$ cat config.mk
export PLATFORM = sky130hd
export DESIGN_NAME = lowercase_word_tokenizer
export DESIGN_NICKNAME = d
export VERILOG_FILES = /design/src/rtl/core/lwt_pkg.sv /design/src/rtl/core/lowercase_word_tokenizer.sv
export SDC_FILE = /design/constraint.sdc
export NUM_CORES = 1
export LEC_CHECK = 0
export BUFFER_PORTS_ARGS = -buffer_cell sky130_fd_sc_hd__buf_2
export CORE_MARGIN = 1
export CORE_UTILIZATION = 45
export DETAILED_ROUTE_END_ITERATION = 12
export PLACE_DENSITY_LB_ADDON = 0.1
export SLEW_MARGIN = 20
export SYNTH_ARGS = -nofsm -noshare
export SYNTH_HDL_FRONTEND = slang
export SYNTH_SLANG_ARGS = --single-unit
export TNS_END_PERCENT = 20
$ cat constraint.sdc
create_clock -name clk -period 2.91 [get_ports clk]
set_clock_uncertainty 0.15 [all_clocks]
set_input_delay 0.291 -clock clk [delete_from_list [all_inputs] [get_ports clk]]
set_output_delay 0.291 -clock clk [all_outputs]
set_load 0.1 [all_outputs]
$ cat src/rtl/core/lwt_pkg.sv
// ----------------------------------------------------------------------------
// Lowercase word tokenizer package
// Shared constants, beat type and character-class helpers.
// ----------------------------------------------------------------------------
package lwt_pkg;

  // Default minimum word length (legal range 1 to 8).
  localparam int MIN_LEN_DEFAULT = 3;

  // One output beat.
  typedef struct packed {
    logic       word_last;
    logic [7:0] word_byte;
  } beat_t;

  // ASCII 0-9, A-Z, a-z; everything else (including 128 and up) separates.
  function automatic logic is_word_char(input logic [7:0] c);
    return (c >= 8'h30 && c <= 8'h39) ||
           (c >= 8'h41 && c <= 8'h5a) ||
           (c >= 8'h61 && c <= 8'h7a);
  endfunction

  function automatic logic is_upper(input logic [7:0] c);
    return (c >= 8'h41 && c <= 8'h5a);
  endfunction

  function automatic logic [7:0] to_lower(input logic [7:0] c);
    return is_upper(c) ? (c | 8'h20) : c;
  endfunction

endpackage

$ cat src/rtl/core/lowercase_word_tokenizer.sv
// ----------------------------------------------------------------------------
// Lowercase word tokenizer
// Splits a byte stream into lowercased alphanumeric words of at least
// MIN_LEN characters and streams them out, one byte per beat.
// ----------------------------------------------------------------------------
// Text enters one byte per beat on the s_ side, s_tlast marking the final
// byte of the text. Letters and digits form words and leave lowercased; any
// other byte (including 128 and above) ends the current word. Words shorter
// than MIN_LEN are dropped; all others pass through whole, m_tlast marking
// each word's last byte. The block accepts one byte per cycle indefinitely
// while the output side keeps up. Each accepted beat is held in an input
// register, then a single combinational pass writes its results
// (0 to MIN_LEN beats, 2 for MIN_LEN of 1) into an output queue of
// 2**clog2(2*(HOLD+1)) entries (8 at MIN_LEN=3); results are registered in
// the queue and offered from its head. The input stalls only while the
// queue has fewer than HOLD+1 free entries, i.e. when the output side is
// slower than the burst rate at word ends.
module lowercase_word_tokenizer #(
  parameter int MIN_LEN = lwt_pkg::MIN_LEN_DEFAULT
) (
  input  logic       clk,
  input  logic       rst,
  // text input
  input  logic       s_tvalid,
  output logic       s_tready,
  input  logic [7:0] s_tdata,   // [7:0] text_byte
  input  logic       s_tlast,   // text_end
  // word output
  output logic       m_tvalid,
  input  logic       m_tready,
  output logic [7:0] m_tdata,   // [7:0] word_byte
  output logic       m_tlast    // word_last
);

  // Newest bytes of the current word kept back; at least one for the end mark.
  localparam int HOLD = (MIN_LEN > 1) ? MIN_LEN - 1 : 1;
  localparam int CW   = $clog2(MIN_LEN + 1);
  localparam int QD   = 2 ** $clog2(2 * (HOLD + 1));
  localparam int QAW  = $clog2(QD);
  localparam int LW   = QAW + 1;

  localparam logic [CW-1:0] MIN_C   = CW'(MIN_LEN);
  localparam logic [CW-1:0] HOLD_C  = CW'(HOLD);
  localparam logic [LW-1:0] ROOM_C  = LW'(QD - (HOLD + 1));
  localparam logic [LW-1:0] HOLD_LW = LW'(HOLD);

  // input register
  logic       in_valid;
  logic [7:0] in_byte;
  logic       in_end;

  // word state
  logic [7:0]    held [HOLD];
  logic [CW-1:0] word_count;

  // output queue
  lwt_pkg::beat_t queue [QD];
  logic [QAW-1:0] wptr;
  logic [QAW-1:0] rptr;
  logic [LW-1:0]  level;

  // single pass
  logic           proc;
  logic           pop;
  logic           wc;
  logic [7:0]     lc;
  logic           full;
  logic [CW-1:0]  cnt_inc;
  logic [7:0]     held_next [HOLD];
  logic [7:0]     fl [HOLD];
  logic           emit0;
  logic           flush;
  logic           word_done;
  logic [LW-1:0]  wr_cnt;
  lwt_pkg::beat_t res [HOLD + 1];

  assign proc     = in_valid && (level <= ROOM_C);
  assign s_tready = !in_valid || proc;
  assign pop      = m_tvalid && m_tready;

  always_comb begin
    wc      = lwt_pkg::is_word_char(in_byte);
    lc      = lwt_pkg::to_lower(in_byte);
    full    = (word_count >= HOLD_C);
    cnt_inc = (word_count == MIN_C) ? word_count : word_count + CW'(1);

    // window update: shift in when full, else append at the fill point
    for (int i = 0; i < HOLD - 1; i++) begin
      if (full) begin
        held_next[i] = held[i + 1];
      end else begin
        held_next[i] = (word_count == CW'(i)) ? lc : held[i];
      end
    end
    if (full) begin
      held_next[HOLD - 1] = lc;
    end else begin
      held_next[HOLD - 1] = (word_count == CW'(HOLD - 1)) ? lc : held[HOLD - 1];
    end

    // a word char with a full window releases its oldest byte
    emit0     = wc && full;
    word_done = !wc || in_end;
    for (int i = 0; i < HOLD; i++) begin
      fl[i] = wc ? held_next[i] : held[i];
    end
    // a qualifying word always flushes exactly HOLD bytes
    flush  = word_done && ((wc ? cnt_inc : word_count) == MIN_C);
    wr_cnt = LW'(emit0) + (flush ? HOLD_LW : '0);

    res[0].word_byte = emit0 ? held[0] : fl[0];
    res[0].word_last = flush && !emit0 && (HOLD == 1);
    for (int j = 1; j < HOLD; j++) begin
      res[j].word_byte = emit0 ? fl[j - 1] : fl[j];
      res[j].word_last = flush && !emit0 && (j == HOLD - 1);
    end
    res[HOLD].word_byte = fl[HOLD - 1];
    res[HOLD].word_last = flush && emit0;
  end

  always_ff @(posedge clk) begin
    if (rst) begin
      in_valid <= 1'b0;
    end else if (s_tready) begin
      in_valid <= s_tvalid;
    end
    if (s_tready && s_tvalid) begin
      in_byte <= s_tdata;
      in_end  <= s_tlast;
    end
  end

  always_ff @(posedge clk) begin
    if (rst) begin
      word_count <= '0;
    end else if (proc) begin
      word_count <= word_done ? '0 : cnt_inc;
    end
    if (proc && wc) begin
      held <= held_next;
    end
  end

  // queue: up to HOLD+1 writes at consecutive slots, one read at the head
  always_ff @(posedge clk) begin
    for (int j = 0; j <= HOLD; j++) begin
      if (proc && (LW'(j) < wr_cnt)) begin
        queue[wptr + QAW'(j)] <= res[j];
      end
    end
  end

  always_ff @(posedge clk) begin
    if (rst) begin
      wptr  <= '0;
      rptr  <= '0;
      level <= '0;
    end else begin
      if (proc) begin
        wptr <= wptr + wr_cnt[QAW-1:0];
      end
      if (pop) begin
        rptr <= rptr + QAW'(1);
      end
      level <= level + (proc ? wr_cnt : '0) - LW'(pop);
    end
  end

  assign m_tvalid = (level != '0);
  assign m_tdata  = queue[rptr].word_byte;
  assign m_tlast  = queue[rptr].word_last;

endmodule

==> impl_metrics.env, run 1 <==
export IMPL_place_hpwl_um=12860
export IMPL_grt_start_max_net_pins=28
export IMPL_rsz0062_at_grt="true"
export IMPL_ant_nets=0
export IMPL_setup_viol=0
export IMPL_drv_slew=0
export IMPL_finalCritPeriodShare_pct=98.18
export IMPL_antenna_cells=0
export IMPL_max_freq_ghz=0.3500
export IMPL_wl_per_cell_um=21.23
export IMPL_critPathCaptureType="flip-flop"
export IMPL_cts_buffers=17
export IMPL_fillCellCount=1228
export IMPL_status="complete, no violations"
export IMPL_vias=4958
export IMPL_synth_top_area_cell="edfxtp_1"
export IMPL_grt_pass1_wl_um=28910
export IMPL_synth_seq_cells=113
export IMPL_clock_root_buffer="clkbuf_16"
export IMPL_cap_violations=0
export IMPL_fp_row_count=44
export IMPL_synthTopCellsByCount="edfxtp_1, mux2i_1, nand2_1, nor2_1, a21oi_1"
export IMPL_layout_drive_gt1_share_pct=28.87
export IMPL_drt_vias_per_instance=5.792
export IMPL_clock_sinks=113
export IMPL_multi_input_area_mm2=0.003400
export IMPL_async_flop_share_pct=0
export IMPL_area_delta_synth_final_pct=23.11
export IMPL_setup_tns_final_ns=0
export IMPL_final_nets=684
export IMPL_synth_edff_count=97
export IMPL_synth_area_mm2=0.006766
export IMPL_hold_viol_final=0
export IMPL_worstSetupPathType="reg2reg"
export IMPL_irDropWorstVdd_mv=0.4342
export IMPL_synthCells=575
export IMPL_layout_area_seq_mm2=0.003233
export IMPL_syn_avg_cell_area_um2=11.77
export IMPL_p_leak_nw=3.263
export IMPL_grt_pass1_vias=5135
export IMPL_insertion_delay_ns=0.42
export IMPL_critPathMaxFanout=4
export IMPL_yosysUniqueCellTypes=65
export IMPL_synth_top_area_share_pct=43.05
export IMPL_worst_hold_path_type="in2reg"
export IMPL_clk_pin_slew_ns=0.05
export IMPL_synth_area_top_cells="edfxtp_1, mux2i_1, mux4_2"
export IMPL_slew_headroom_pct=48.32
export IMPL_dpl_cell_count=813
export IMPL_synth_most_common_cell="edfxtp_1"
export IMPL_io_pins=24
export IMPL_worst_pin_slew_ns=0.7736
export IMPL_power_density_mw_per_mm2=673.6
export IMPL_final_cells=856
export IMPL_synth_nets=600
export IMPL_die_area_mm2=0.01553
export IMPL_place_congestion=0.8542
export IMPL_cts_max_level=4
export IMPL_yosysSeqAreaShare_pct=47.78
export IMPL_clockBufferDepth=2
export IMPL_grt_ovfl_total=0
export IMPL_drc=0
export IMPL_portBuffers=23
export IMPL_core_area_mm2=0.01459
export IMPL_min_period_ns=2.857
export IMPL_worst_ep_arrival_time_ns=3.02
export IMPL_die_h_um=124.6
export IMPL_grt_antenna_before_repair=0
export IMPL_drt_wl_total_um=18170
export IMPL_synth_flop_cell="edfxtp_1"
export IMPL_crit_path_start_kind="flip-flop"
export IMPL_grt_usage_pct=24.68
export IMPL_cts_tree="done"
export IMPL_fp_dieW_um=124.6
export IMPL_floorplan_initialDensity_pct=46.38
export IMPL_critPathRequiredTime_ns=3.07
export IMPL_dr_first_iter_drc_count=419
export IMPL_firstDrtPassIters=6
export IMPL_synth_warnings=0
critical path, stage by stage (launching register included):
cell	delay [ns]
edfxtp_1	0.38
or4_4	0.57
o21ai_4	0.17
o21ai_4	0.12
mux2_4	0.33
nand2_4	0.07
ha_4	0.19
inv_2	0.06
ha_4	0.18
a21o_1	0.16
a21oi_2	0.15
xnor2_1	0.14
nor2_1	0.06
logic make-up after synthesis:
| group | count (synthesis) | share of synthesized area (%) |
|---|---|---|
| buf+inv | 53 | 3.717 |
| simple gates | 164 | 11.65 |
| mux | 123 | 22.10 |
| xor+xnor | 7 | 0.9061 |
| compound gates | 103 | 11.41 |
| fa+ha+maj | 12 | 2.441 |
| flops | 113 | 47.78 |
metal layers:
metal | track usage [%] | part of all wire (%)
met1 | 34.53 | 46
met2 | 37.89 | 46
met3 | 4.467 | 5.6
met4 | 9.851 | 2.5
met5 | 0 | 0
stage by stage:
stage / util, % / power [mW] / hold WS [ns] / setup WS, ns / instance area (um^2)
floorplan: - / 3.271 / 0.2101 / -0.1076 / 6787
global route: 57.10 / 5.851 / 0.07225 / -0.03470 / 8330
global placement: 51.94 / 3.578 / 0.3177 / 0.005788 / 7577
detailed placement: 51.94 / 3.598 / 0.3191 / -0.01277 / 7577
finish: 57.10 / 5.611 / 0.05371 / 0.05309 / 8330
CTS: 56.60 / 5.604 / 0.05249 / 0.005179 / 8258
power breakdown:
group / internal [mW] / switching (mW) / leakage [nW]
Combinational: 0.618 / 1.11 / 1.99
Clock: 1.24 / 0.736 / 0.260
Sequential: 1.86 / 0.0537 / 1.01
path summary, 6_finish.rpt:
kind	from	to	slack (ns)	depth (start not counted)
max	in_byte[3]$_DFFE_PP_	level[3]$_SDFF_PP0_	0.05	12
min	rst	level[3]$_SDFF_PP0_	0.05	2
max reg2reg	in_byte[3]$_DFFE_PP_	level[3]$_SDFF_PP0_	0.05	12
min reg2reg	rptr[1]$_SDFFE_PP0P_	flip-flop	0.35	2
cells in the final DEF (no fill, tap or decap), types with 4 or more instances in the layout:
cell,instances
a21oi_1,24
a21oi_2,4
a221oi_2,6
and2_1,5
buf_12,10
buf_2,23
buf_4,54
clkbuf_16,17
clkinv_1,6
dfxtp_1,16
dlygate4sd3_1,10
edfxtp_1,97
ha_1,7
inv_1,17
mux2_2,15
mux2i_1,85
mux4_2,18
nand2_1,54
nand3_1,13
nor2_1,51
nor2b_1,6
nor3_1,6
o21ai_0,14
o21ai_1,7
o31ai_1,15
or3_1,5
xor2_1,4
area by class of cell:
class	instances	area share, %
inverters	19	0.8561
flip-flops and latches	113	38.81
clock buffers	19	5.197
multi-input cells	409	40.81
well taps	184	2.764
clock inverters	13	1.442
repair buffers	99	10.12
flip-flops by register name, indices dropped and copies added (netlist names), named ones only:
signal,flops
level,4
in_byte,8
wptr,3
held,16
queue,72
word_count,2
in_end,1
rptr,3
in_valid,1
what timing repair did:
item,CTS,global route
setup endpoints to repair,1,40
hold buffers,10,0
pin swaps,9,12
gates resized for setup,6,13
setup buffers,0,1
hold endpoints to repair,10,0
(Power assumes the default switching activity.)
==> inputs of run 2 (changes only) <==
--- a/config.mk
+++ b/config.mk
@@ -5,11 +5,13 @@
 export SDC_FILE = /design/constraint.sdc
 export NUM_CORES = 1
 export LEC_CHECK = 0
-export BUFFER_PORTS_ARGS = -buffer_cell sky130_fd_sc_hd__buf_2
 export CORE_MARGIN = 1
 export CORE_UTILIZATION = 45
+export CTS_CLUSTER_DIAMETER = 60
 export DETAILED_ROUTE_END_ITERATION = 12
+export DONT_BUFFER_PORTS = 1
 export PLACE_DENSITY_LB_ADDON = 0.1
+export REMOVE_ABC_BUFFERS = 1
 export SLEW_MARGIN = 20
 export SYNTH_ARGS = -nofsm -noshare
 export SYNTH_HDL_FRONTEND = slang
==> run 2 against run 1 <==
  * Die area did not move
  * Via count rose by 0.65%
  * Sequential share of layout area rose by 0.24 points
  * Critical path type unchanged
  * Worst setup slack got worse by 0.0061 ns
  * Register-to-register slack barely moved
  * Hold slack improved by 0.098 ns
  * Highest routed layer unchanged
  * Critical path depth fell by 3
  * Critical endpoint is now queue[3][1]$_DFFE_PP_
  * Final area fell by 0.62%
  * Combinational power barely moved
  * Core utilization fell by 0.35 points
==> impl_metrics.env, run 2 (synthesized netlist as in run 1, its figures left out) <==
export IMPL_status="complete, no violations"
export IMPL_dp_slack_ns=0.005032
export IMPL_die_area_mm2=0.01553
export IMPL_fp_dieW_um=124.6
export IMPL_cts_max_level=4
export IMPL_area_delta_synth_final_pct=22.36
export IMPL_multi_input_area_mm2=0.003401
export IMPL_mostFrequentLayoutCells="edfxtp_1, mux2i_1, buf_4"
export IMPL_place_hpwl_um=12710
export IMPL_wl_per_cell_um=21.50
export IMPL_antenna_cells=0
export IMPL_dr_first_iter_drc_count=461
export IMPL_vias=4990
export IMPL_worstSetupPathType="reg2reg"
export IMPL_layout_drive_gt1_share_pct=26.64
export IMPL_critPathCaptureType="flip-flop"
export IMPL_grt_start_max_net_pins=24
export IMPL_fillCellCount=1190
export IMPL_slew_headroom_pct=38.27
export IMPL_top_register="queue"
export IMPL_grt_ovfl_total=0
export IMPL_layout_area_seq_mm2=0.003233
export IMPL_p_leak_nw=3.233
export IMPL_worst_hold_path_type="in2reg"
export IMPL_final_cells=841
export IMPL_final_common_cell="edfxtp_1"
export IMPL_drv_slew=0
export IMPL_die_h_um=124.6
export IMPL_clock_root_buffer="clkbuf_16"
export IMPL_drt_vias_per_instance=5.933
export IMPL_worst_ep_arrival_time_ns=2.88
export IMPL_power_density_mw_per_mm2=665.9
export IMPL_clock_sinks=113
export IMPL_floorplan_initialDensity_pct=46.38
export IMPL_grt_pass1_wl_um=28380
export IMPL_clk_pin_slew_ns=0.06
export IMPL_finalCritPeriodShare_pct=98.38
export IMPL_clockBufferDepth=2
export IMPL_insertion_delay_ns=0.42
export IMPL_rsz0062_at_grt="true"
export IMPL_cap_violations=0
export IMPL_cts_tree="done"
export IMPL_whs_ns=0.1520
export IMPL_largestRegisters="queue x72, held x16, in_byte x8"
export IMPL_final_core_utilization_pct=56.75
export IMPL_final_nets=670
export IMPL_max_freq_ghz=0.3493
export IMPL_core_area_mm2=0.01459
export IMPL_grt_antenna_before_repair=0
export IMPL_drt_wl_total_um=18080
export IMPL_place_congestion=0.9230
export IMPL_fp_row_count=44
export IMPL_drc=0
export IMPL_portBuffers=0
export IMPL_cts_buffers=17
export IMPL_dpl_cell_count=792
export IMPL_critPathMaxFanout=7
export IMPL_crit_path_start_kind="flip-flop"
export IMPL_grt_usage_pct=24.31
export IMPL_worst_pin_slew_ns=0.9237
export IMPL_grt_pass1_vias=4844
export IMPL_setup_viol=0
export IMPL_firstDrtPassIters=5
export IMPL_setup_tns_final_ns=0
export IMPL_ant_nets=0
export IMPL_io_pins=24
export IMPL_min_period_ns=2.863
export IMPL_fin_ws_ns=0.04702
export IMPL_largest_register_ffs=72
export IMPL_critPathRequiredTime_ns=2.92
export IMPL_hold_viol_final=0
export IMPL_irDropWorstVdd_mv=0.5052
[run 2: changes by cell type in the layout (fill, tap and decap cells not counted), sizes merged]
cell	previous run	this run
buf	89	67
bufinv	2	1
dlygate4sd3	10	18
[run 2: through the flow]
step / power (mW) / cell area (um^2)
CTS: 5.498 / 8173
detailed placement: 3.571 / 7457
global route: 5.723 / 8279
finish: 5.513 / 8279
floorplan: 3.246 / 6586
global placement: 3.547 / 7457
[run 2: final timing paths]
check	slack [ns]	cells past startpoint	startpoint	to
max	0.05	9	in_byte[3]$_DFFE_PP_	queue[3][1]$_DFFE_PP_
min reg2reg	0.43	2	held[7]$_DFFE_PP_	held[15]$_DFFE_PP_
min	0.15	3	s_tvalid	in_byte[7]$_DFFE_PP_
max reg2reg	0.05	9	in_byte[3]$_DFFE_PP_	queue[3][1]$_DFFE_PP_
[run 2: final cells by class]
cell class	count	area share, %
flip-flops and latches	113	39.05
inverters	19	0.8614
clock buffers	19	5.229
multi-input cells	409	41.08
well taps	184	2.781
repair buffers	85	9.853
clock inverters	12	1.149
[run 2: where the power goes]
group          switching, mW  internal [mW]  total [mW]
sequential            0.0586           1.86        1.91
clock                  0.732           1.15        1.88
combinational           1.10          0.610        1.72
[run 2: critical path: stages, from the launching register on]
cell	delay, ns
edfxtp_1	0.38
or4_4	0.57
o21ai_4	0.19
o21ai_4	0.09
buf_6	0.15
mux2i_4	0.21
or3_1	0.41
buf_4	0.19
mux2i_1	0.17
mux2i_1	0.10
[run 2: per-layer routing]
metal | global-route usage [%] | up-vias | wire length [um]
met3 | 5.369 | 30 | 1066
met1 | 33.30 | 2463 | 8212
li1 | - | 2318 | -
met4 | 9.639 | 0 | 439
met5 | 0 | - | 0
met2 | 37.41 | 179 | 8365
[run 2: what timing repair did]
| action | CTS | global route |
|---|---|---|
| gates resized for setup | 1 | 22 |
| hold buffers | 18 | 0 |
| setup buffers | 0 | 0 |
| pin swaps | 0 | 8 |
| hold endpoints to repair | 25 | 0 |
| setup endpoints to repair | 1 | 57 |
==> inputs of run 3 (changes only) <==
--- a/config.mk
+++ b/config.mk
@@ -11,9 +11,8 @@
 export DETAILED_ROUTE_END_ITERATION = 12
 export DONT_BUFFER_PORTS = 1
 export PLACE_DENSITY_LB_ADDON = 0.1
-export REMOVE_ABC_BUFFERS = 1
 export SLEW_MARGIN = 20
 export SYNTH_ARGS = -nofsm -noshare
 export SYNTH_HDL_FRONTEND = slang
 export SYNTH_SLANG_ARGS = --single-unit
-export TNS_END_PERCENT = 20
+export TNS_END_PERCENT = 50
==> run 3 against run 2 <==
  * Critical path depth fell by 2
  * Non-clock buffer count increased by 5
  * Cell count grew 0.71%
  * Largest power group is now clock
  * Clock power up 31%
  * The run now ends with negative hold slack left
  * Final area rose by 2.6%
  * Combinational power rose by 2%
  * Total power up 11%
  * Clock-buffer cell count down 2
  * Hold slack got worse by 0.37 ns
  * Largest cell class unchanged
  * Register-to-register slack about the same
  * Wire length grew 2.2%
==> impl_metrics.env, run 3 (synthesized netlist as in run 1, its figures left out) <==
export IMPL_worst_hold_path_type="in2reg"
export IMPL_critPathCaptureType="flip-flop"
export IMPL_rr_endpoint="queue[1][6]$_DFFE_PP_"
export IMPL_power_density_mw_per_mm2=721.7
export IMPL_drt_vias_per_instance=5.849
export IMPL_crit_chain="or4_4 > o21a_1 > a21boi_4 > mux2i_4 > buf_4 > o31ai_1 > a21oi_1"
export IMPL_top_register="queue"
export IMPL_worst_pin_slew_ns=0.9404
export IMPL_ant_nets=0
export IMPL_fin_ws_ns=0.05762
export IMPL_core_area_mm2=0.01459
export IMPL_fillCellCount=1213
export IMPL_die_area_mm2=0.01553
export IMPL_max_freq_ghz=0.3506
export IMPL_vias=4954
export IMPL_hold_viol_final=6
export IMPL_layout_area_seq_mm2=0.003233
export IMPL_rsz0062_at_grt="true"
export IMPL_firstDrtPassIters=5
export IMPL_cts_max_level=4
export IMPL_critPathMaxFanout=11
export IMPL_critical_path_buf_inv_count=1
export IMPL_largestRegisters="queue x72, held x16, in_byte x8"
export IMPL_critical_path_top_delay_family="compound AO/OA/AOI/OAI gates"
export IMPL_worst_ep_arrival_time_ns=2.92
export IMPL_area_delta_synth_final_pct=25.55
export IMPL_clockBufferDepth=2
export IMPL_fp_dieW_um=124.6
export IMPL_drv_slew=0
export IMPL_irDropWorstVdd_mv=0.3777
export IMPL_setup_viol=0
export IMPL_finalCritPeriodShare_pct=98.02
export IMPL_drt_wl_total_um=18480
export IMPL_wl_per_cell_um=21.81
export IMPL_crit_start="in_byte[2]$_DFFE_PP_"
export IMPL_grt_pass1_wl_um=28220
export IMPL_clock_sinks=113
export IMPL_clock_root_buffer="clkbuf_16"
export IMPL_cp_depth=7
export IMPL_reg2reg_slack_ns=0.06
export IMPL_status="finished with violations"
export IMPL_cp_endpoint="queue[1][6]$_DFFE_PP_"
export IMPL_cts_buffers=17
export IMPL_floorplan_initialDensity_pct=46.38
export IMPL_antenna_cells=0
export IMPL_clk_pin_slew_ns=0.06
export IMPL_drc=0
export IMPL_cts_hold_buf=17
export IMPL_slew_headroom_pct=37.16
export IMPL_fp_row_count=44
export IMPL_mostFrequentLayoutCells="edfxtp_1, mux2i_1, buf_4"
export IMPL_min_period_ns=2.852
export IMPL_place_hpwl_um=13120
export IMPL_multi_input_area_mm2=0.003445
export IMPL_portBuffers=0
export IMPL_dp_slack_ns=-0.01651
export IMPL_critical_path_slowest_cell="or4_4"
export IMPL_grt_pass1_vias=4861
export IMPL_setup_tns_final_ns=0
export IMPL_violations="negative hold slack"
export IMPL_cap_violations=0
export IMPL_cpPeakStageDelay_ns=0.56
export IMPL_grt_antenna_before_repair=0
export IMPL_final_nets=675
export IMPL_whs_ns=-0.2199
export IMPL_dr_first_iter_drc_count=366
export IMPL_layout_drive_gt1_share_pct=28.66
export IMPL_critPathRequiredTime_ns=2.98
export IMPL_worstSetupPathType="reg2reg"
export IMPL_grt_usage_pct=24.63
export IMPL_insertion_delay_ns=0.43
export IMPL_cts_tree="done"
export IMPL_place_congestion=0.8882
export IMPL_rr_worst_depth=7
export IMPL_crit_path_start_kind="flip-flop"
export IMPL_p_leak_nw=3.321
export IMPL_grt_ovfl_total=0
export IMPL_die_h_um=124.6
export IMPL_r2r_start="in_byte[2]$_DFFE_PP_"
export IMPL_grt_start_max_net_pins=24
export IMPL_io_pins=24
export IMPL_largest_register_ffs=72
export IMPL_final_common_cell="edfxtp_1"
## run 3: area by class of cell
class | instances | share of cell area (%)
Tap cell | 184 | 2.710
Inverter | 19 | 0.8689
Sequential cell | 113 | 38.06
Clock inverter | 15 | 3.108
Clock buffer | 17 | 5.007
Multi-Input combinational cell | 409 | 40.54
Timing Repair Buffer | 90 | 9.705
## run 3: worst min path at each step
stage                     from               endpoint  slack, ns  cells after the start
after floorplan            rst  in_valid$_SDFFE_PP0N_       0.21                      1
after global placement     rst    level[1]$_SDFF_PP0_       0.21                      1
after detailed placement   rst   wptr[1]$_SDFFE_PP0P_       0.21                      1
after CTS                  rst   wptr[1]$_SDFFE_PP0P_      -0.24                      1
after global routing       rst   wptr[1]$_SDFFE_PP0P_      -0.23                      1
final                      rst   wptr[1]$_SDFFE_PP0P_      -0.22                      1
## run 3: metrics by stage
step	power (mW)	std cells	utilization (%)	cell area (um^2)	hold WS, ns
final	6.132	847	58.23	8496	-0.2199
after global routing	6.358	847	58.23	8496	-0.2335
after CTS	6.082	845	57.16	8339	-0.2363
after detailed placement	3.577	795	51.18	7466	0.2148
after global placement	3.553	795	51.18	7466	0.2096
after floorplan	3.271	575	-	6790	0.2101
## run 3: worst reg2reg max path, delay by kind of cell (launching register included)
family | cells | cell delay (ns)
AND/OR/NAND/NOR | 1 | 0.56
flip-flops | 1 | 0.40
AO/OA/AOI/OAI | 4 | 0.96
multiplexers | 1 | 0.36
buffers and inverters | 1 | 0.22
## run 3: repair_timing
item                                    in CTS  in global routing
endpoints found under the setup margin       2                 36
endpoints found under the hold margin       25                  6
resized for setup                            2                 28
setup buffers                                1                  2
pin swaps                                    5                  5
## run 3: per-layer routing
metal / global-route usage (%) / vias to the layer above / share of wire (%)
li1: - / 2329 / -
met4: 10.06 / 0 / 2.7
met2: 38.61 / 156 / 47
met1: 33.56 / 2426 / 46
met5: 0 / - / 0
met3: 4.639 / 43 / 4.6
## run 3: power by group
group | leakage, nW | internal, mW | switching (mW) | total (mW)
sequential | 1.01 | 1.86 | 0.0554 | 1.91
clock | 0.328 | 1.68 | 0.775 | 2.46
combinational | 1.98 | 0.635 | 1.13 | 1.76
